==> config.mk <==
export PLATFORM = sky130hd
export DESIGN_NAME = cassette_block_framer_fsk_bits
export DESIGN_NICKNAME = d
export VERILOG_FILES = /design/src/cbf_pkg.sv /design/src/cassette_block_framer_fsk_bits.sv /design/src/cbf_front.sv /design/src/cbf_fifo.sv /design/src/cbf_back.sv
export SDC_FILE = /design/constraint.sdc
export NUM_CORES = 1
export LEC_CHECK = 0
export BUFFER_PORTS_ARGS = -buffer_cell sky130_fd_sc_hd__clkbuf_2
export CAP_MARGIN = 20
export CORE_UTILIZATION = 55
export DETAILED_ROUTE_END_ITERATION = 16
export GPL_TIMING_DRIVEN = 0
export PLACE_DENSITY = 0.74
export SETUP_SLACK_MARGIN = 0.5
export SYNTH_ARGS = -nofsm -noshare
export SYNTH_HDL_FRONTEND = slang
export SYNTH_SLANG_ARGS = --single-unit
==> constraint.sdc <==
create_clock -name clock -period 3.4 [get_ports clock]
set_input_delay 0.68 -clock clock [delete_from_list [all_inputs] [get_ports clock]]
set_output_delay 0.68 -clock clock [all_outputs]
set_load 0.02 [all_outputs]
==> src/cbf_pkg.sv <==
`timescale 1ns / 1ps
// Shared types and constants for the cassette block framer.
// Used by every module of the block; depends on nothing.
package cbf_pkg;

   typedef enum logic [1:0] {
      CMD_RAW   = 2'd0,
      CMD_OPEN  = 2'd1,
      CMD_DATA  = 2'd2,
      CMD_CLOSE = 2'd3
   } cmd_type;

   localparam logic [7:0] SYNC_BYTE  = 8'h55;
   localparam logic [7:0] START_BYTE = 8'h3c;

   localparam int CFG_WIDTH   = 7;
   localparam int BYTE_WIDTH  = 8;
   localparam int FRONT_SLOTS = 4;
   localparam int QUEUE_DEPTH = 4;

   localparam logic REG_ZERO_CYCLE = 1'b0;
   localparam logic REG_ONE_CYCLE  = 1'b1;

   localparam logic [CFG_WIDTH-1:0] ZERO_CYCLE_RESET = 7'd10;
   localparam logic [CFG_WIDTH-1:0] ONE_CYCLE_RESET  = 7'd5;

   // One byte on its way from the framer to the serialiser.
   typedef struct packed {
      logic [BYTE_WIDTH-1:0] byte_val;
      logic                  final_byte;
   } entry_type;

   typedef struct packed {
      logic [BYTE_WIDTH-1:0] checksum;
      logic                  busy;
   } front_status_type;

endpackage

==> src/cassette_block_framer_fsk_bits.sv <==
`timescale 1ns / 1ps
// Cassette block framer with FSK bit output: top level, configuration registers and checks.
// Depends on cbf_pkg, cbf_front, cbf_fifo and cbf_back.

// Each request turns into bytes (raw and data bytes: one; block open: four; block close: two)
// and each byte leaves LSB first as eight responses, one bit per cycle while rsp_ready is high.
// The pace is set by the serialiser, which hands out one bit per cycle; the front end takes
// the next request as soon as the last byte of the current one is queued, and bytes flow
// from request to request without a gap. rsp_last marks the final bit of each request. The
// tone cycle lengths come from two registers (index 0 for a zero bit, index 1 for a one bit),
// sampled as each bit is produced; write them only while idle.
module cassette_block_framer_fsk_bits #(
   parameter int QUEUE_DEPTH = cbf_pkg::QUEUE_DEPTH
) (
   input  logic                           clock,
   input  logic                           reset,
   input  logic                           req_valid,
   output logic                           req_ready,
   input  logic [1:0]                     req_cmd,
   input  logic [7:0]                     req_data_byte,
   input  logic [7:0]                     req_type_code,
   input  logic [7:0]                     req_block_length,
   output logic                           rsp_valid,
   input  logic                           rsp_ready,
   output logic                           rsp_bit_value,
   output logic [cbf_pkg::CFG_WIDTH-1:0]  rsp_cycle_samples,
   output logic                           rsp_last,
   input  logic                           csr_we,
   input  logic                           csr_index,
   input  logic [cbf_pkg::CFG_WIDTH-1:0]  csr_wdata
);

   logic [cbf_pkg::CFG_WIDTH-1:0] zero_cycle_ff, zero_cycle_in;
   logic [cbf_pkg::CFG_WIDTH-1:0] one_cycle_ff, one_cycle_in;

   logic                      push_valid, push_ready;
   cbf_pkg::entry_type        push_entry;
   logic                      pop_valid, pop_ready;
   cbf_pkg::entry_type        pop_entry;
   cbf_pkg::front_status_type front_status;

   always_comb begin
      zero_cycle_in = zero_cycle_ff;
      one_cycle_in  = one_cycle_ff;
      if (csr_we) begin
         case (csr_index)
            cbf_pkg::REG_ZERO_CYCLE: zero_cycle_in = csr_wdata;
            cbf_pkg::REG_ONE_CYCLE:  one_cycle_in  = csr_wdata;
            default: ;
         endcase
      end
   end

   always_ff @(posedge clock) begin
      if (reset) begin
         zero_cycle_ff <= cbf_pkg::ZERO_CYCLE_RESET;
         one_cycle_ff  <= cbf_pkg::ONE_CYCLE_RESET;
      end else begin
         zero_cycle_ff <= zero_cycle_in;
         one_cycle_ff  <= one_cycle_in;
      end
   end

   cbf_front u_front (
      .clock            (clock),
      .reset            (reset),
      .req_valid        (req_valid),
      .req_ready        (req_ready),
      .req_cmd          (req_cmd),
      .req_data_byte    (req_data_byte),
      .req_type_code    (req_type_code),
      .req_block_length (req_block_length),
      .push_valid       (push_valid),
      .push_ready       (push_ready),
      .push_entry       (push_entry),
      .status           (front_status)
   );

   cbf_fifo #(
      .DEPTH (QUEUE_DEPTH)
   ) u_fifo (
      .clock     (clock),
      .reset     (reset),
      .in_valid  (push_valid),
      .in_ready  (push_ready),
      .in_entry  (push_entry),
      .out_valid (pop_valid),
      .out_ready (pop_ready),
      .out_entry (pop_entry)
   );

   cbf_back u_back (
      .clock             (clock),
      .reset             (reset),
      .pop_valid         (pop_valid),
      .pop_ready         (pop_ready),
      .pop_entry         (pop_entry),
      .zero_cycle        (zero_cycle_ff),
      .one_cycle         (one_cycle_ff),
      .rsp_valid         (rsp_valid),
      .rsp_ready         (rsp_ready),
      .rsp_bit_value     (rsp_bit_value),
      .rsp_cycle_samples (rsp_cycle_samples),
      .rsp_last          (rsp_last)
   );

   // The tone length shown must match the bit it accompanies.
   a_tone_matches_bit: assert property (@(posedge clock) disable iff (reset)
      rsp_valid |-> (rsp_cycle_samples == (rsp_bit_value ? one_cycle_ff : zero_cycle_ff)))
      else $error("cycle_samples does not match bit_value");

   a_open_seeds_checksum: assert property (@(posedge clock) disable iff (reset)
      (req_valid && req_ready && (req_cmd == cbf_pkg::CMD_OPEN)) |=>
      (front_status.checksum == 8'($past(req_type_code) + $past(req_block_length))))
      else $error("block open did not seed the checksum");

   a_data_adds_checksum: assert property (@(posedge clock) disable iff (reset)
      (req_valid && req_ready && (req_cmd == cbf_pkg::CMD_DATA)) |=>
      (front_status.checksum == 8'($past(front_status.checksum) + $past(req_data_byte))))
      else $error("data byte was not added to the checksum");

   // A request is only taken when the front end has nothing left to queue after this cycle.
   a_front_drains: assert property (@(posedge clock) disable iff (reset)
      (req_valid && req_ready && (req_cmd == cbf_pkg::CMD_RAW || req_cmd == cbf_pkg::CMD_DATA))
      |=> front_status.busy)
      else $error("front end lost a request");

endmodule

==> src/cbf_front.sv <==
`timescale 1ns / 1ps
// Request front end: decodes a command, builds its byte sequence and keeps the checksum.
// Depends on cbf_pkg.
module cbf_front (
   input  logic                         clock,
   input  logic                         reset,
   input  logic                         req_valid,
   output logic                         req_ready,
   input  logic [1:0]                   req_cmd,
   input  logic [7:0]                   req_data_byte,
   input  logic [7:0]                   req_type_code,
   input  logic [7:0]                   req_block_length,
   output logic                         push_valid,
   input  logic                         push_ready,
   output cbf_pkg::entry_type           push_entry,
   output cbf_pkg::front_status_type    status
);

   localparam int CNT_W = $clog2(cbf_pkg::FRONT_SLOTS + 1);

   logic [cbf_pkg::BYTE_WIDTH-1:0] bytes_ff [cbf_pkg::FRONT_SLOTS];
   logic [cbf_pkg::BYTE_WIDTH-1:0] bytes_in [cbf_pkg::FRONT_SLOTS];
   logic [CNT_W-1:0]               cnt_ff, cnt_in;
   logic [cbf_pkg::BYTE_WIDTH-1:0] csum_ff, csum_in;
   logic                           fire_push;
   logic                           accept;
   cbf_pkg::cmd_type               cmd;

   assign cmd        = cbf_pkg::cmd_type'(req_cmd);
   assign push_valid = (cnt_ff != '0);
   assign fire_push  = push_valid && push_ready;
   assign req_ready  = (cnt_ff == '0) || ((cnt_ff == CNT_W'(1)) && fire_push);
   assign accept     = req_valid && req_ready;

   assign push_entry.byte_val   = bytes_ff[0];
   assign push_entry.final_byte = (cnt_ff == CNT_W'(1));

   assign status.checksum = csum_ff;
   assign status.busy     = push_valid;

   always_comb begin
      for (int i = 0; i < cbf_pkg::FRONT_SLOTS; i++) begin
         bytes_in[i] = bytes_ff[i];
      end
      cnt_in  = cnt_ff;
      csum_in = csum_ff;
      if (fire_push) begin
         for (int i = 0; i < cbf_pkg::FRONT_SLOTS - 1; i++) begin
            bytes_in[i] = bytes_ff[i+1];
         end
         cnt_in = cnt_ff - CNT_W'(1);
      end
      if (accept) begin
         case (cmd)
            cbf_pkg::CMD_RAW: begin
               bytes_in[0] = req_data_byte;
               cnt_in      = CNT_W'(1);
            end
            cbf_pkg::CMD_OPEN: begin
               bytes_in[0] = cbf_pkg::SYNC_BYTE;
               bytes_in[1] = cbf_pkg::START_BYTE;
               bytes_in[2] = req_type_code;
               bytes_in[3] = req_block_length;
               cnt_in      = CNT_W'(4);
               csum_in     = req_type_code + req_block_length;
            end
            cbf_pkg::CMD_DATA: begin
               bytes_in[0] = req_data_byte;
               cnt_in      = CNT_W'(1);
               csum_in     = csum_ff + req_data_byte;
            end
            default: begin
               // Block close sends the checksum as it stands, then the trailing sync.
               bytes_in[0] = csum_ff;
               bytes_in[1] = cbf_pkg::SYNC_BYTE;
               cnt_in      = CNT_W'(2);
            end
         endcase
      end
   end

   always_ff @(posedge clock) begin
      for (int i = 0; i < cbf_pkg::FRONT_SLOTS; i++) begin
         bytes_ff[i] <= bytes_in[i];
      end
      if (reset) begin
         cnt_ff  <= '0;
         csum_ff <= '0;
      end else begin
         cnt_ff  <= cnt_in;
         csum_ff <= csum_in;
      end
   end

endmodule

==> src/cbf_fifo.sv <==
`timescale 1ns / 1ps
// Short byte queue between the framer front end and the bit serialiser.
// Depends on cbf_pkg.
module cbf_fifo #(
   parameter int DEPTH = cbf_pkg::QUEUE_DEPTH
) (
   input  logic                clock,
   input  logic                reset,
   input  logic                in_valid,
   output logic                in_ready,
   input  cbf_pkg::entry_type  in_entry,
   output logic                out_valid,
   input  logic                out_ready,
   output cbf_pkg::entry_type  out_entry
);

   localparam int PTR_W = (DEPTH > 1) ? $clog2(DEPTH) : 1;
   localparam int CNT_W = $clog2(DEPTH + 1);

   cbf_pkg::entry_type mem_ff [DEPTH];
   logic [PTR_W-1:0]   wr_ptr_ff, wr_ptr_in;
   logic [PTR_W-1:0]   rd_ptr_ff, rd_ptr_in;
   logic [CNT_W-1:0]   count_ff, count_in;
   logic               push, pop;

   assign in_ready  = (count_ff != CNT_W'(DEPTH));
   assign out_valid = (count_ff != '0);
   assign out_entry = mem_ff[rd_ptr_ff];
   assign push      = in_valid && in_ready;
   assign pop       = out_valid && out_ready;

   always_comb begin
      wr_ptr_in = wr_ptr_ff;
      rd_ptr_in = rd_ptr_ff;
      count_in  = count_ff;
      if (push) begin
         wr_ptr_in = (wr_ptr_ff == PTR_W'(DEPTH - 1)) ? '0 : wr_ptr_ff + PTR_W'(1);
      end
      if (pop) begin
         rd_ptr_in = (rd_ptr_ff == PTR_W'(DEPTH - 1)) ? '0 : rd_ptr_ff + PTR_W'(1);
      end
      if (push && !pop) begin
         count_in = count_ff + CNT_W'(1);
      end else if (pop && !push) begin
         count_in = count_ff - CNT_W'(1);
      end
   end

   always_ff @(posedge clock) begin
      if (push) begin
         mem_ff[wr_ptr_ff] <= in_entry;
      end
   end

   always_ff @(posedge clock) begin
      if (reset) begin
         wr_ptr_ff <= '0;
         rd_ptr_ff <= '0;
         count_ff  <= '0;
      end else begin
         wr_ptr_ff <= wr_ptr_in;
         rd_ptr_ff <= rd_ptr_in;
         count_ff  <= count_in;
      end
   end

endmodule

==> src/cbf_back.sv <==
`timescale 1ns / 1ps
// Bit serialiser: shifts queued bytes out LSB first into a registered result stage.
// Depends on cbf_pkg.
module cbf_back (
   input  logic                           clock,
   input  logic                           reset,
   input  logic                           pop_valid,
   output logic                           pop_ready,
   input  cbf_pkg::entry_type             pop_entry,
   input  logic [cbf_pkg::CFG_WIDTH-1:0]  zero_cycle,
   input  logic [cbf_pkg::CFG_WIDTH-1:0]  one_cycle,
   output logic                           rsp_valid,
   input  logic                           rsp_ready,
   output logic                           rsp_bit_value,
   output logic [cbf_pkg::CFG_WIDTH-1:0]  rsp_cycle_samples,
   output logic                           rsp_last
);

   localparam int BITS_W = $clog2(cbf_pkg::BYTE_WIDTH + 1);

   logic [cbf_pkg::BYTE_WIDTH-1:0] sh_ff, sh_in;
   logic [BITS_W-1:0]              bits_ff, bits_in;
   logic                           fin_ff, fin_in;
   logic                           valid_ff, valid_in;
   logic                           bit_ff, bit_in;
   logic [cbf_pkg::CFG_WIDTH-1:0]  samp_ff, samp_in;
   logic                           last_ff, last_in;
   logic                           load;

   assign rsp_valid         = valid_ff;
   assign rsp_bit_value     = bit_ff;
   assign rsp_cycle_samples = samp_ff;
   assign rsp_last          = last_ff;

   assign load = (bits_ff != '0) && (!valid_ff || rsp_ready);
   // The next byte is fetched as the current one hands over its last bit, so bytes run gap-free.
   assign pop_ready = (bits_ff == '0) || ((bits_ff == BITS_W'(1)) && load);

   always_comb begin
      sh_in    = sh_ff;
      bits_in  = bits_ff;
      fin_in   = fin_ff;
      valid_in = valid_ff;
      bit_in   = bit_ff;
      samp_in  = samp_ff;
      last_in  = last_ff;
      if (valid_ff && rsp_ready) begin
         valid_in = 1'b0;
      end
      if (load) begin
         valid_in = 1'b1;
         bit_in   = sh_ff[0];
         samp_in  = sh_ff[0] ? one_cycle : zero_cycle;
         last_in  = fin_ff && (bits_ff == BITS_W'(1));
         sh_in    = sh_ff >> 1;
         bits_in  = bits_ff - BITS_W'(1);
      end
      if (pop_valid && pop_ready) begin
         sh_in   = pop_entry.byte_val;
         fin_in  = pop_entry.final_byte;
         bits_in = BITS_W'(cbf_pkg::BYTE_WIDTH);
      end
   end

   always_ff @(posedge clock) begin
      sh_ff   <= sh_in;
      fin_ff  <= fin_in;
      bit_ff  <= bit_in;
      samp_ff <= samp_in;
      last_ff <= last_in;
      if (reset) begin
         bits_ff  <= '0;
         valid_ff <= 1'b0;
      end else begin
         bits_ff  <= bits_in;
         valid_ff <= valid_in;
      end
   end

endmodule
# Word level (Yosys, flattened, before mapping)
# Memory sizes are Yosys's and may differ from the RTL's. A register that Yosys moved wholly into a read port is not among the register bits.
# Cells that the tools add are included.
[word_totals]
reg_bits = 55
latchBits = 0
mem_bits_rw = 68
romBits = 0
out_inout_bits = 11
n_memories = 2
[memory_table]
columns = ["name", "words", "word_bits", "rd", "rd_ports_with_merged_regs", "wr", "line", "source"]
rows = [
  ["u_fifo.mem_ff", 4, 9, 1, 1, 1, "cbf_fifo.sv:20", "cbf_pkg::entry_type mem_ff [DEPTH];"],
  ["u_front.bytes_ff", 4, 8, 4, 0, 4, "cbf_front.sv:21", "logic [cbf_pkg::BYTE_WIDTH-1:0] bytes_ff [cbf_pkg::FRONT_SLOTS];"],
]
[op_classes]
n_addsub = 8
multipliers = 0
div = 0
n_lt_le_gt_ge = 0
eq_ne = 7
shift = 0
mux = 24
bitwise_logic = 1
n_reduce_logical = 32
[op_table]
columns = ["op", "n"]
rows = [
  ["one-hot mux 8 bit (2 select lines)", 3],
  ["2-to-1 mux 32 bit", 1],
  ["2-to-1 mux 24 bit", 1],
  ["adder 8 bit", 2],
  ["2-to-1 mux 16 bit", 1],
  ["2-to-1 mux 8 bit", 2],
  ["2-to-1 mux 3 bit", 4],
  ["logical AND 1 bit", 10],
  ["nonzero test 2 bit", 5],
  ["2-to-1 mux 2 bit", 4],
  ["2-to-1 mux 4 bit", 2],
  ["2-to-1 mux 7 bit", 1],
  ["== test 2 bit (second input constant)", 3],
  ["one-hot mux 3 bit (2 select lines)", 1],
  ["AND reduction 2 bit", 3],
  ["nonzero test 3 bit", 2],
  ["subtractor 3 x 1 -> 3 bit (second input constant)", 2],
  ["adder 2 x 1 -> 2 bit (second input constant)", 2],
  ["== test 4 x 1 -> 1 bit (second input constant)", 1],
  ["zero test 4 bit", 1],
  ["2-to-1 mux 1 bit", 4],
  ["nonzero test 4 bit", 1],
  ["OR reduction 2 bit", 2],
  ["subtractor 4 x 1 -> 4 bit (second input constant)", 1],
  ["9 further kinds", 13],
]

# Longest topological paths before layout
# Gate-level depths: netlist of the first run.
[logic_depth]
word_depth = 9
mapped_depth = 12
mapped_depth_nobuf = 11

# Modules after synthesis
# A second synthesis of the first run with hierarchy kept.
[unflattened]
hier_cells = 519
hier_area_um2 = 5953.2
[by_module_without_submodules]
columns = ["mod", "instances", "cells_per_inst", "area_per_inst_um2", "seq_area_each_um2"]
rows = [
  ["cbf_front", 1, 293, 2518.7, 1021.0],
  ["cbf_fifo", 1, 95, 1776.7, 1261.2],
  ["cbf_back", 1, 71, 1053.5, 640.6],
  ["cassette_block_framer_fsk_bits", 1, 60, 604.3, 280.3],
]

# Least setup slack after synthesis of the first run
# No wires, ideal clock.
[synth_timing]
kind = "input to register"
start = "input port rsp_ready"
end = "register u_fifo.count_ff[2]"
t_arrival_ns = 2.523
required_ns = 3.330
slack_ns = 0.807
path_stages = 11
path_cell_list = "nand2b_1 > a21oi_1 > nor2_1 > buf_2 > inv_1 > ha_1 > inv_1 > fa_1 > xor2_1 > or3_1 > a21oi_1"
[synth_via]
elab_chain_len = 8
word_cells_on_any_way = 10
classes_between = "mux (1); reduce/logical (9)"
[synth_rtl]
columns = ["item", "line", "source"]
rows = [
  ["from (decl)", "cassette_block_framer_fsk_bits.sv:24", "input logic rsp_ready,"],
  ["logical OR 1 bit (*)", "cbf_back.sv:35", "assign load = (bits_ff != '0) && (!valid_ff || rsp_ready);"],
  ["logical AND 1 bit (*)", "cbf_back.sv:35", ""],
  ["logical AND 1 bit (*)", "cbf_back.sv:37", "assign pop_ready = (bits_ff == '0) || ((bits_ff == BITS_W'(1)) && load);"],
  ["logical OR 1 bit (*)", "cbf_back.sv:37", ""],
  ["logical AND 1 bit (*)", "cbf_fifo.sv:30", "assign pop = out_valid && out_ready;"],
  ["zero test 1 bit", "cbf_fifo.sv:42", "if (push && !pop) begin"],
  ["logical AND 1 bit", "cbf_fifo.sv:42", ""],
  ["2-to-1 mux 3 bit or nonzero test 2 bit (tied branches)", "n/a", ""],
  ["to (signal assigned)", "cbf_fifo.sv:63", "count_ff <= count_in;"],
  ["to (decl)", "cbf_fifo.sv:23", "logic [CNT_W-1:0] count_ff, count_in;"],
]
# Mark *: on every way between the ends. The rest lies on a longest branch, timed or not.
# A chain may end at the register's enable or synchronous reset.

# Worst setup path in the final report of the first run
[layout_timing]
start = "register u_back.bits_ff[3]"
end = "register u_fifo.count_ff[2]"
[layout_via]
elab_chain_len = 8
word_cells_on_any_way = 12
classes_between = "eq/ne (1); mux (1); reduce/logical (10)"
[layout_rtl]
columns = ["item", "line", "source"]
rows = [
  ["from (decl)", "cbf_back.sv:22", "logic [BITS_W-1:0] bits_ff, bits_in;"],
  ["from (signal assigned)", "cbf_back.sv:75", "bits_ff <= bits_in;"],
  ["nonzero test 4 bit", "cbf_back.sv:35", ""],
  ["logical AND 1 bit", "cbf_back.sv:35", ""],
  ["logical AND 1 bit", "cbf_back.sv:37", ""],
  ["logical OR 1 bit (*)", "cbf_back.sv:37", ""],
  ["logical AND 1 bit (*)", "cbf_fifo.sv:30", ""],
  ["zero test 1 bit", "cbf_fifo.sv:42", ""],
  ["logical AND 1 bit", "cbf_fifo.sv:42", ""],
  ["2-to-1 mux 3 bit or nonzero test 2 bit (tied branches)", "n/a", ""],
]
# Marked as above.

==> results of run 1 <==
[per-layer routing]
layer / global-route usage / up-vias / share of wire
li1: - / 2010 / -
met1: 0.262 / 1953 / 0.41
met2: 0.426 / 112 / 0.53
met3: 0.0655 / 21 / 0.041
met4: 0.0946 / 0 / 0.026
met5: 0 / - / 0
[path summary, 6_finish.rpt]
check                      startpoint                     end  slack (ps)  depth (start not counted)
setup reg to reg    u_back.bits_ff[3]      u_fifo.count_ff[2]         650                         11
setup / recovery    u_back.bits_ff[3]      u_fifo.count_ff[2]         650                         11
hold / removal    req_block_length[6]  u_front.bytes_ff[3][6]         370                          1
hold reg to reg      zero_cycle_ff[4]        zero_cycle_ff[4]         450                          2
[timing repair]
item / 4_1_cts / 5_1_grt
hold endpoints to repair: 0 / 0
setup buffers: 0 / 0
endpoints found under the setup margin: 0 / 1
resized for setup: 0 / 1
hold buffers: 0 / 0
[flip-flops by register name (all words and copies together) (netlist names), 2 cells and up, named ones only]
register	flops
one_cycle_ff	7
u_back.bits_ff	4
u_back.rsp_cycle_samples	7
u_back.sh_ff	8
u_fifo.count_ff	3
u_fifo.mem_ff	36
u_fifo.rd_ptr_ff	2
u_fifo.wr_ptr_ff	2
u_front.bytes_ff	32
u_front.cnt_ff	3
u_front.csum_ff	8
zero_cycle_ff	7
[synth_stat cells (all sizes together) (8+ instances only)]
cell and number:
nor2 45, mux2i 11, o21ai 19, a21oi 30
a211oi 9, buf 9, mux4 9, inv 22
clkbuf 13, ha 30, nor3 8, mux2 14
nand3 18, nand2 66, edfxtp 70, a31oi 14
dfxtp 55
[placed cells by master, fill, tap and decap left out, types with 11 or more instances in the layout]
| master | netlist | routed |
|---|---|---|
| nand3_1 | 18 | 18 |
| a21oi_1 | 30 | 30 |
| mux2_2 | 14 | 14 |
| mux2i_1 | 11 | 11 |
| nand2_1 | 66 | 66 |
| edfxtp_1 | 70 | 70 |
| clkbuf_16 | 0 | 16 |
| a31oi_1 | 14 | 14 |
| dfxtp_1 | 55 | 55 |
| clkbuf_2 | 0 | 47 |
| ha_1 | 30 | 30 |
| nor2_1 | 45 | 45 |
| clkbuf_1 | 13 | 15 |
| inv_1 | 22 | 22 |
| o21ai_0 | 19 | 19 |
[cell type report]
| type | count | share of cell area |
|---|---|---|
| clock inverter | 12 | 0.0213 |
| timing repair buffer | 47 | 0.0355 |
| inverter | 22 | 0.0121 |
| sequential | 125 | 0.471 |
| clock buffer | 20 | 0.0640 |
| buffer | 22 | 0.0143 |
| tap | 136 | 0.0250 |
| multi-input combinational | 349 | 0.357 |
[metrics by stage]
step / util / hold slack [ps]
detailed placement: 0.605 / 445
CTS: 0.662 / 355
global placement: 0.604 / 439
finish: 0.662 / 372
floorplan: - / 424
global route: 0.662 / 344
[where the power goes]
group	leakage [nW]	total (mW)	internal, mW	switching, mW
logic	1.33	2.09	0.847	1.25
clock network	0.288	1.75	1.13	0.623
registers	1.13	2.56	2.31	0.257
total	2.74	6.41	4.28	2.13
[worst max-delay path: stages, from the launching register on]
cell	delay (ps)
dfxtp_1	320
nor2_1	250
o31ai_1	140
nor2_1	510
buf_2	360
inv_1	90
ha_1	230
inv_1	70
fa_1	170
xor2_1	80
or3_1	310
a21oi_1	140
[cells by family after synthesis]
group | Yosys count | share of synthesized area
simple gates | 169 | 0.134
flops | 125 | 0.551
compound gates | 103 | 0.112
buf+inv | 44 | 0.0308
mux | 34 | 0.0810
fa+ha+maj | 33 | 0.0750
xor+xnor | 10 | 0.0151
==> implementation parameters, run 1 <==
Parameter                              Value

Synthesis
  Number of library cell types mapped by synthesis    49
  Proportion of synthesized flip-flops having asynchronous set or reset    0
  Instance count of the mapped netlist    roughly 520
  Cell accounting for the most synthesized area    edfxtp_1
  Number of storage elements in the synthesis netlist    ~130
  Syn Area/Cell    about 11 µm²
  Post-synthesis instance area    roughly 5800 µm²
  Synthesized Nets    590
  Yosys Warn Count    0
  EDFF count, synth    70
  Post-synth top area share    0.362
  Leading cell types by total area after synthesis    edfxtp_1, dfxtp_1, ha_1
  Dominant synthesized flop cell    edfxtp_1
  Post-synthesis sequential area ratio    0.551

Layout
  Fraction of final layout cells with drive strength greater than 1    0.194
  Number of nets in the layout    about 660
  Multi-input gate area in the final layout    ~2400 µm²
  Non-Filler Instances    733
  Total inserted antenna cells    0
  Footprint of the flip-flops and latches    3200 µm²
  Number of fill cells in the layout    between 700 and 800
  Layout overhead on the synthesized area    17.1%
  Final design instance area without fill    ~7000 µm²

Power and ir drop
  Peak supply drop    around 0.56 mV
  Static leakage    between 2 and 3 nW
  Power density normalized to cell area    about 940 nW/µm²
  Final Power    ~6.4 mW

Timing
  Unrepaired setup endpoints after global routing    false
  Summed negative setup slack over all endpoints    0 ps
  Slew Limit Fails    0
  Maximum achievable frequency    roughly 0.36 GHz
  Post-layout min period    roughly 2800 ps
  Final setup slack of the worst path    about 650 ps
  Slew at the pin closest to its max-slew limit    ~710 ps
  Setup skew after layout    8.88 ps
  Remaining max-slew budget at the tightest pin    0.522
  Final critical-path share of the clock period    0.810
  Final setup viols    0
  Final number of hold-violating endpoints    0

Worst setup path
  Type of element capturing the critical path    flip-flop
  Category of the most critical setup path    flip-flop to flip-flop
  WP data required    about 3800 ps
  CP Launch Type    flip-flop
  Maximum fanout along the worst path    10
  Arrival time of the worst setup path    around 3200 ps

Outcome
  Outcome    finished, final reports clean

Routing
  Via count of the routed design    slightly above 4,000
  Routed wirelength normalized by instance count    approximately 17 µm
  1st-iter DRT viols    215
  Total wire length    between 10,000 and 15,000 µm
  Vias per std cell    around 5.6
  Detail Route Antenna Nets    0
  DRC violation count after routing    0
  Drt pass-1 iters    4

CTS
  Clock slew at reported path FFs    60 ps
  Clock buffers created by TritonCTS    17
  Max Root-Sink Buffers    2
  CTS tree    yes
  Clk Latency, worst-skew pair    520 ps
  TritonCTS sink count    125
  Cell at the root of the clock tree    clkbuf_8
  H-tree depth reported by CTS    4

GRT
  First-pass GRT wire length    between 15,000 and 20,000 µm
  Number of global-route vias before repair    roughly 4,000
  Overall global routing resource usage    0.236
  Antenna violations before repair    0
  Aggregate global routing overflow    0
  Maximum number of pins on one net before global-route repair    17

Run
  Max-cap violations    0

Die
  Area of the placeable core    10,300 µm²
  Initial cell density of the core    0.565
  Die footprint    11,000 µm²
  Floorplan die width    105 µm
  Row cnt    37
  Die Ht    around 100 µm
  Top-level I/O count    50

Place
  DPL Wire Length    8810 µm
  Total of buffers placed on input and output ports    46
  Placed inst area    about 6200 µm²
  Number of instances in the placed design    between 700 and 800
  Setup Slack @ Placement    approximately 390 ps
  Final weighted congestion of routability-driven global placement    ~0.86

Hold path
  Worst Hold Class    input pin to flip-flop
Power figures use the tool's default switching activity.
==> run 2: changes to the inputs <==
clock period = 2.6 ns   (was 3.4 ns; I/O delays follow)
==> run 2 against run 1 <==
Effect of this change:
- sequential share of layout area is 1.4 points lower
- clock power is 37% higher
- power is 39% higher
- clock skew fell by 1.3 ps
- first-iteration DRC count decreased by 2.3%
- critical path depth is 1 higher
- non-clock buffer count up 7
- die area is the same
- cell count up 0.95%
- largest cell class unchanged
==> implementation parameters, run 2 (same netlist as run 1, synthesis figures left out) <==
Parameter                              Value

Layout
  Number of flip-flops under the largest register name    36
  Register containing the most flip-flops in the final layout    u_fifo.mem_ff
  Largest registers    u_fifo.mem_ff x36, u_front.bytes_ff x32
  Most common library cell in the layout ignoring fill and taps    edfxtp_1
  Fraction of final layout cells with drive strength greater than 1    0.247
  Number of nets in the layout    663
  Commonest non-fill, non-tap cells in the layout    edfxtp_1, nand2_1, dfxtp_1
  Layout overhead on the synthesized area    21.0%
  Total inserted antenna cells    0

Timing
  Slew at the pin closest to its max-slew limit    704 ps
  Slew Limit Fails    0
  Final critical-path share of the clock period    0.854
  Maximum achievable frequency    between 0.4 and 0.5 GHz
  Final setup viols    0
  Final setup slack of the worst path    between 300 and 400 ps
  Post-layout min period    approximately 2200 ps
  Setup skew after layout    around 7.6 ps
  Unrepaired setup endpoints after global routing    true
  Final number of hold-violating endpoints    0
  Remaining max-slew budget at the tightest pin    0.530
  Summed negative setup slack over all endpoints    0 ps

GRT
  Met1 track demand over resource    0.294
  Aggregate global routing overflow    0
  Antenna violations before repair    0
  First-pass GRT wire length    roughly 20,000 µm
  GR met2 Demand/Resource    0.415
  Met3 track demand over resource in global routing    0.0593
  Overall global routing resource usage    0.246
  Maximum number of pins on one net before global-route repair    17
  GRT Max-Usage Layer    met2
  Number of global-route vias before repair    approximately 4,300

Place
  Total of buffers placed on input and output ports    between 40 and 50
  Final weighted congestion of routability-driven global placement    around 0.89
  Setup Slack @ Placement    197 ps
  DPL Wire Length    8690 µm

CTS
  TritonCTS sink count    125
  Post-CTS Hold Fix Bufs    0
  H-tree depth reported by CTS    4
  Cell at the root of the clock tree    clkbuf_8
  Clk Latency, worst-skew pair    between 500 and 600 ps
  Max Root-Sink Buffers    2
  Clock slew at reported path FFs    approximately 60 ps
  Clock buffers created by TritonCTS    17
  CTS tree    yes

Worst setup path
  Type of element capturing the critical path    flip-flop
  Critical path's slowest cell    dfxtp_2
  CP Launch Type    flip-flop
  Maximum fanout along the worst path    4
  Critical path buffer and inverter count    4
  Setup crit start    u_back.bits_ff[0]
  Cell Chain, Critical Path    inv_1, ha_2, a21oi_4, nor2_4, buf_8, inv_4, ha_4, inv_2, fa_2, xor2_1, or3_1, a21oi_1
  Category of the most critical setup path    flip-flop to flip-flop
  Dominant delay contributor by cell family on the critical path    adder cells
  WP data required    between 3000 and 4000 ps
  Arrival time of the worst setup path    roughly 2700 ps
  Flop-to-flop setup slack    380 ps
  Number of logic stages on the critical path including buffering    12
  Endpoint of the most critical setup path    u_fifo.count_ff[2]
  Worst flop-to-flop path endpoint    u_fifo.count_ff[2]
  Source of the worst register-to-register timing path    u_back.bits_ff[0]
  Longest individual stage delay on the worst path    ~360 ps
  R2r worst-path depth    12

Die
  Area of the placeable core    just over 10,000 µm²
  Die footprint    about 11,000 µm²
  Initial cell density of the core    0.565
  Die Ht    105 µm
  Floorplan die width    about 100 µm
  Top-level I/O count    50
  Row cnt    37

Power and ir drop
  Internal power    5.98 mW
  Combinational group share of total power    0.350
  Sequential group share of total power    0.381
  Net Switching    slightly below 3 mW
  Clock network fraction of total power    0.269
  Power density normalized to cell area    around 1300 nW/µm²
  Fraction of power spent switching nets    0.328
  Peak supply drop    a little over 0.8 mV
  Static leakage    2.80 nW

Routing
  Vias per std cell    around 5.7
  Routed wirelength normalized by instance count    roughly 17 µm
  1st-iter DRT viols    210
  Drt pass-1 iters    5
  Detail Route Antenna Nets    0
  Total wire length    roughly 13,000 µm
  DRC violation count after routing    0
  Via count of the routed design    between 4,000 and 5,000

Hold path
  Worst Hold Class    input pin to flip-flop

Outcome
  Outcome    finished, final reports clean

Run
  Max-cap violations    0
-- run 2: cell types whose count changed in the layout (fill, tap and decap cells not counted), moves of 3 or more --
| cell | before | now |
|---|---|---|
| buf_4 | 0 | 9 |
| dfxtp_1 | 55 | 49 |
| dfxtp_2 | 0 | 6 |
| inv_1 | 22 | 16 |
| clkinv_2 | 6 | 1 |
| clkbuf_1 | 15 | 19 |
| ha_1 | 30 | 26 |
| and2_1 | 5 | 2 |
| and2_2 | 0 | 3 |
| inv_2 | 0 | 3 |
| inv_4 | 0 | 3 |
| nor2_1 | 45 | 42 |
-- run 2: power groups by stage --
stage	clock network (mW)	logic [mW]	registers, mW
2_1_floorplan	0	2.07	3.38
3_3_place_gp	0	2.73	3.36
3_5_place_dp	0	2.83	3.39
4_1_cts	2.41	3.06	3.38
5_1_grt	2.50	3.41	3.45
6_report	2.40	3.12	3.39
-- run 2: repair_timing --
action / in CTS / in global routing
pin swaps: 4 / 0
setup endpoints to repair: 50 / 48
gates resized for setup: 23 / 8
buffers inserted: 7 / 0
cloned: 0 / 0
-- run 2: area by class of cell --
type                       count  area (µm²)
fill                         785        3250
sequential                   125        3210
buffer                        22         121
timing repair buffer          54         299
multi-input combinational    349        2530
clock inverter                 6         131
tap                          136         170
clock buffer                  26         468
inverter                      22        91.3
-- run 2: per-layer routing --
layer,vias to the layer above,part of all wire
met3,30,0.039
li1,2035,-
met5,-,0
met4,0,0.036
met2,126,0.50
met1,2039,0.43
-- run 2: stage by stage --
| step | utilization | cell area [µm²] | power [mW] | hold slack, ps | instances |
|---|---|---|---|---|---|
| final | 0.684 | 7030 | 8.90 | 199 | 740 |
| after global routing | 0.684 | 7030 | 9.36 | 176 | 740 |
| after CTS | 0.681 | 7000 | 8.86 | 175 | 740 |
| after detailed placement | 0.611 | 6280 | 6.22 | 443 | 701 |
| after global placement | 0.610 | 6270 | 6.08 | 439 | 700 |
| after floorplan | - | 5870 | 5.45 | 424 | 518 |
-- run 2: worst min path at each step --
stage	start	to	slack, ps	cells past startpoint
global placement	one_cycle_ff[2]	one_cycle_ff[2]	440	1
finish	req_block_length[2]	u_front.bytes_ff[3][2]	200	1
detailed placement	one_cycle_ff[0]	one_cycle_ff[0]	440	1
CTS	req_block_length[5]	u_front.bytes_ff[3][5]	170	1
global route	req_block_length[4]	u_front.bytes_ff[3][4]	180	1
floorplan	u_back.sh_ff[0]	u_back.rsp_bit_value	420	0
==> run 3: changes to the inputs <==
MAX_ROUTING_LAYER = met4   (was unset)
==> run 3 against run 2 <==
Effect of this change:
- global-route usage is 0.098 points higher
- setup slack worse by 2.9 ps
- design area is 0.98% higher
- count of clock-buffer cells in the layout is 1 lower
- flip-flop and latch count stayed put
- clock skew is 5.8 ps higher
- cell count is 0.81% higher
- clock power is 4% lower
- critical path type unchanged
==> implementation parameters, run 3 (same netlist as run 1, synthesis figures left out) <==
Parameter                              Value

Outcome
  Outcome    finished, final reports clean

Layout
  Register containing the most flip-flops in the final layout    u_fifo.mem_ff
  Most common library cell in the layout ignoring fill and taps    edfxtp_1
  Number of fill cells in the layout    roughly 760
  Fraction of final layout cells with drive strength greater than 1    0.264
  Multi-input gate area in the final layout    around 2600 µm²
  Total inserted antenna cells    0
  Commonest non-fill, non-tap cells in the layout    edfxtp_1, nand2_1, dfxtp_1
  Layout overhead on the synthesized area    22.2%
  Largest registers    u_fifo.mem_ff x36, u_front.bytes_ff x32
  Number of nets in the layout    669
  Footprint of the flip-flops and latches    between 3000 and 4000 µm²
  Number of flip-flops under the largest register name    36

Timing
  Unrepaired setup endpoints after global routing    true
  Summed negative setup slack over all endpoints    0 ps
  Slew at the pin closest to its max-slew limit    ~700 ps
  Post-layout min period    2220 ps
  Final number of hold-violating endpoints    0
  Final setup viols    0
  Slew Limit Fails    0
  Maximum achievable frequency    approximately 0.45 GHz
  Final critical-path share of the clock period    0.855
  Remaining max-slew budget at the tightest pin    0.543
  Setup skew after layout    13.5 ps

Routing
  DRC violation count after routing    0
  Vias per std cell    approximately 5.7
  Routed wirelength normalized by instance count    16.9 µm
  Via count of the routed design    4,222
  Drt pass-1 iters    4
  1st-iter DRT viols    between 200 and 250
  Total wire length    ~13,000 µm
  Uppermost signal routing layer after detailed routing    met4
  Detail Route Antenna Nets    0
  Routed length on met2    roughly 6300 µm
  Routed wl met3    509 µm
  Routed metal-1 wire length    5420 µm

Die
  Die Ht    around 100 µm
  Top-level I/O count    50
  Die footprint    ~11,000 µm²
  Initial cell density of the core    0.565
  Row cnt    37
  Floorplan die width    around 100 µm
  Area of the placeable core    between 10,000 and 15,000 µm²

CTS
  Cell at the root of the clock tree    clkbuf_8
  Clk Latency, worst-skew pair    around 510 ps
  Max Root-Sink Buffers    2
  Clock slew at reported path FFs    about 50 ps
  Clock buffers created by TritonCTS    17
  H-tree depth reported by CTS    4
  Post-CTS Hold Fix Bufs    0
  TritonCTS sink count    125
  CTS tree    yes

Run
  Max-cap violations    0

GRT
  Antenna violations before repair    0
  Overall global routing resource usage    0.247
  Aggregate global routing overflow    0
  Maximum number of pins on one net before global-route repair    17
  First-pass GRT wire length    between 20,000 and 25,000 µm
  Number of global-route vias before repair    just over 4,000

Power and ir drop
  Power density normalized to cell area    about 1300 nW/µm²
  Final Power    between 8 and 9 mW
  Static leakage    between 2 and 3 nW
  Peak supply drop    0.699 mV

Place
  Total of buffers placed on input and output ports    46
  Final weighted congestion of routability-driven global placement    0.904
  DPL Wire Length    ~8700 µm

Worst setup path
  CP Launch Type    flip-flop
  Category of the most critical setup path    flip-flop to flip-flop
  Worst flop-to-flop path endpoint    u_fifo.count_ff[2]
  Endpoint of the most critical setup path    u_fifo.count_ff[2]
  WP data required    3030 ps
  Source of the worst register-to-register timing path    u_front.cnt_ff[1]
  Setup crit start    u_front.cnt_ff[1]
  R2r worst-path depth    11
  Arrival time of the worst setup path    2660 ps
  Type of element capturing the critical path    flip-flop
  Maximum fanout along the worst path    3
  Flop-to-flop setup slack    ~380 ps

Hold path
  Worst Hold Class    input pin to flip-flop
==> run 3: final cells by class <==
cell class,instances,share of cell area
Sequential cell,125,0.453
Tap cell,136,0.0240
Inverter,22,0.0132
Timing Repair Buffer,60,0.0485
Clock inverter,7,0.0118
Buffer,22,0.0166
Multi-Input combinational cell,349,0.362
Clock buffer,25,0.0712
==> run 3: repair_timing <==
item / 4_1_cts / 5_1_grt
cloned: 0 / 0
gates resized for setup: 23 / 15
buffers inserted: 10 / 3
endpoints found under the hold margin: 0 / 0
pin swaps: 5 / 5
endpoints found under the setup margin: 52 / 33
==> run 3: where the power goes <==
group	switching [mW]	internal (mW)	leakage, nW
Combinational	1.81	1.43	1.41
Sequential	0.370	3.03	1.13
Clock	0.783	1.51	0.294
==> run 3: metal layers <==
layer | GRT usage | up-vias
li1 | - | 2036
met3 | 0.0536 | 27
met4 | 0.121 | 0
met5 | - | -
met1 | 0.299 | 2044
met2 | 0.395 | 115
==> run 3: worst min-delay path by stage <==
| stage | endpoint | startpoint | slack [ps] | cells after the start |
|---|---|---|---|---|
| after floorplan | u_back.rsp_bit_value | u_back.sh_ff[0] | 420 | 0 |
| after global placement | one_cycle_ff[2] | one_cycle_ff[2] | 440 | 1 |
| after detailed placement | zero_cycle_ff[4] | zero_cycle_ff[4] | 440 | 2 |
| after CTS | u_front.bytes_ff[3][4] | req_block_length[4] | 190 | 1 |
| after global routing | u_front.bytes_ff[3][4] | req_block_length[4] | 190 | 1 |
| final | u_front.bytes_ff[3][4] | req_block_length[4] | 200 | 1 |
==> run 3: worst max-delay path, cell delays in order (launching register included) <==
cell and delay (ps):
dfxtp_2 330, inv_2 60, ha_4 170, a22o_4 260, inv_4 60, buf_6 100, ha_4 130, inv_2 40
fa_2 340, xor2_2 160, or3_1 360, a21oi_1 140
==> run 3: through the flow <==
| stage | std cells | setup slack (ps) | util | hold slack, ps | area, µm² |
|---|---|---|---|---|---|
| finish | 746 | 377 | 0.690 | 203 | 7100 |
| global route | 746 | 310 | 0.690 | 187 | 7100 |
| CTS | 743 | 361 | 0.682 | 189 | 7010 |
| detailed placement | 701 | 194 | 0.611 | 444 | 6280 |
| global placement | 700 | 121 | 0.610 | 439 | 6270 |
| floorplan | 518 | 416 | - | 424 | 5870 |
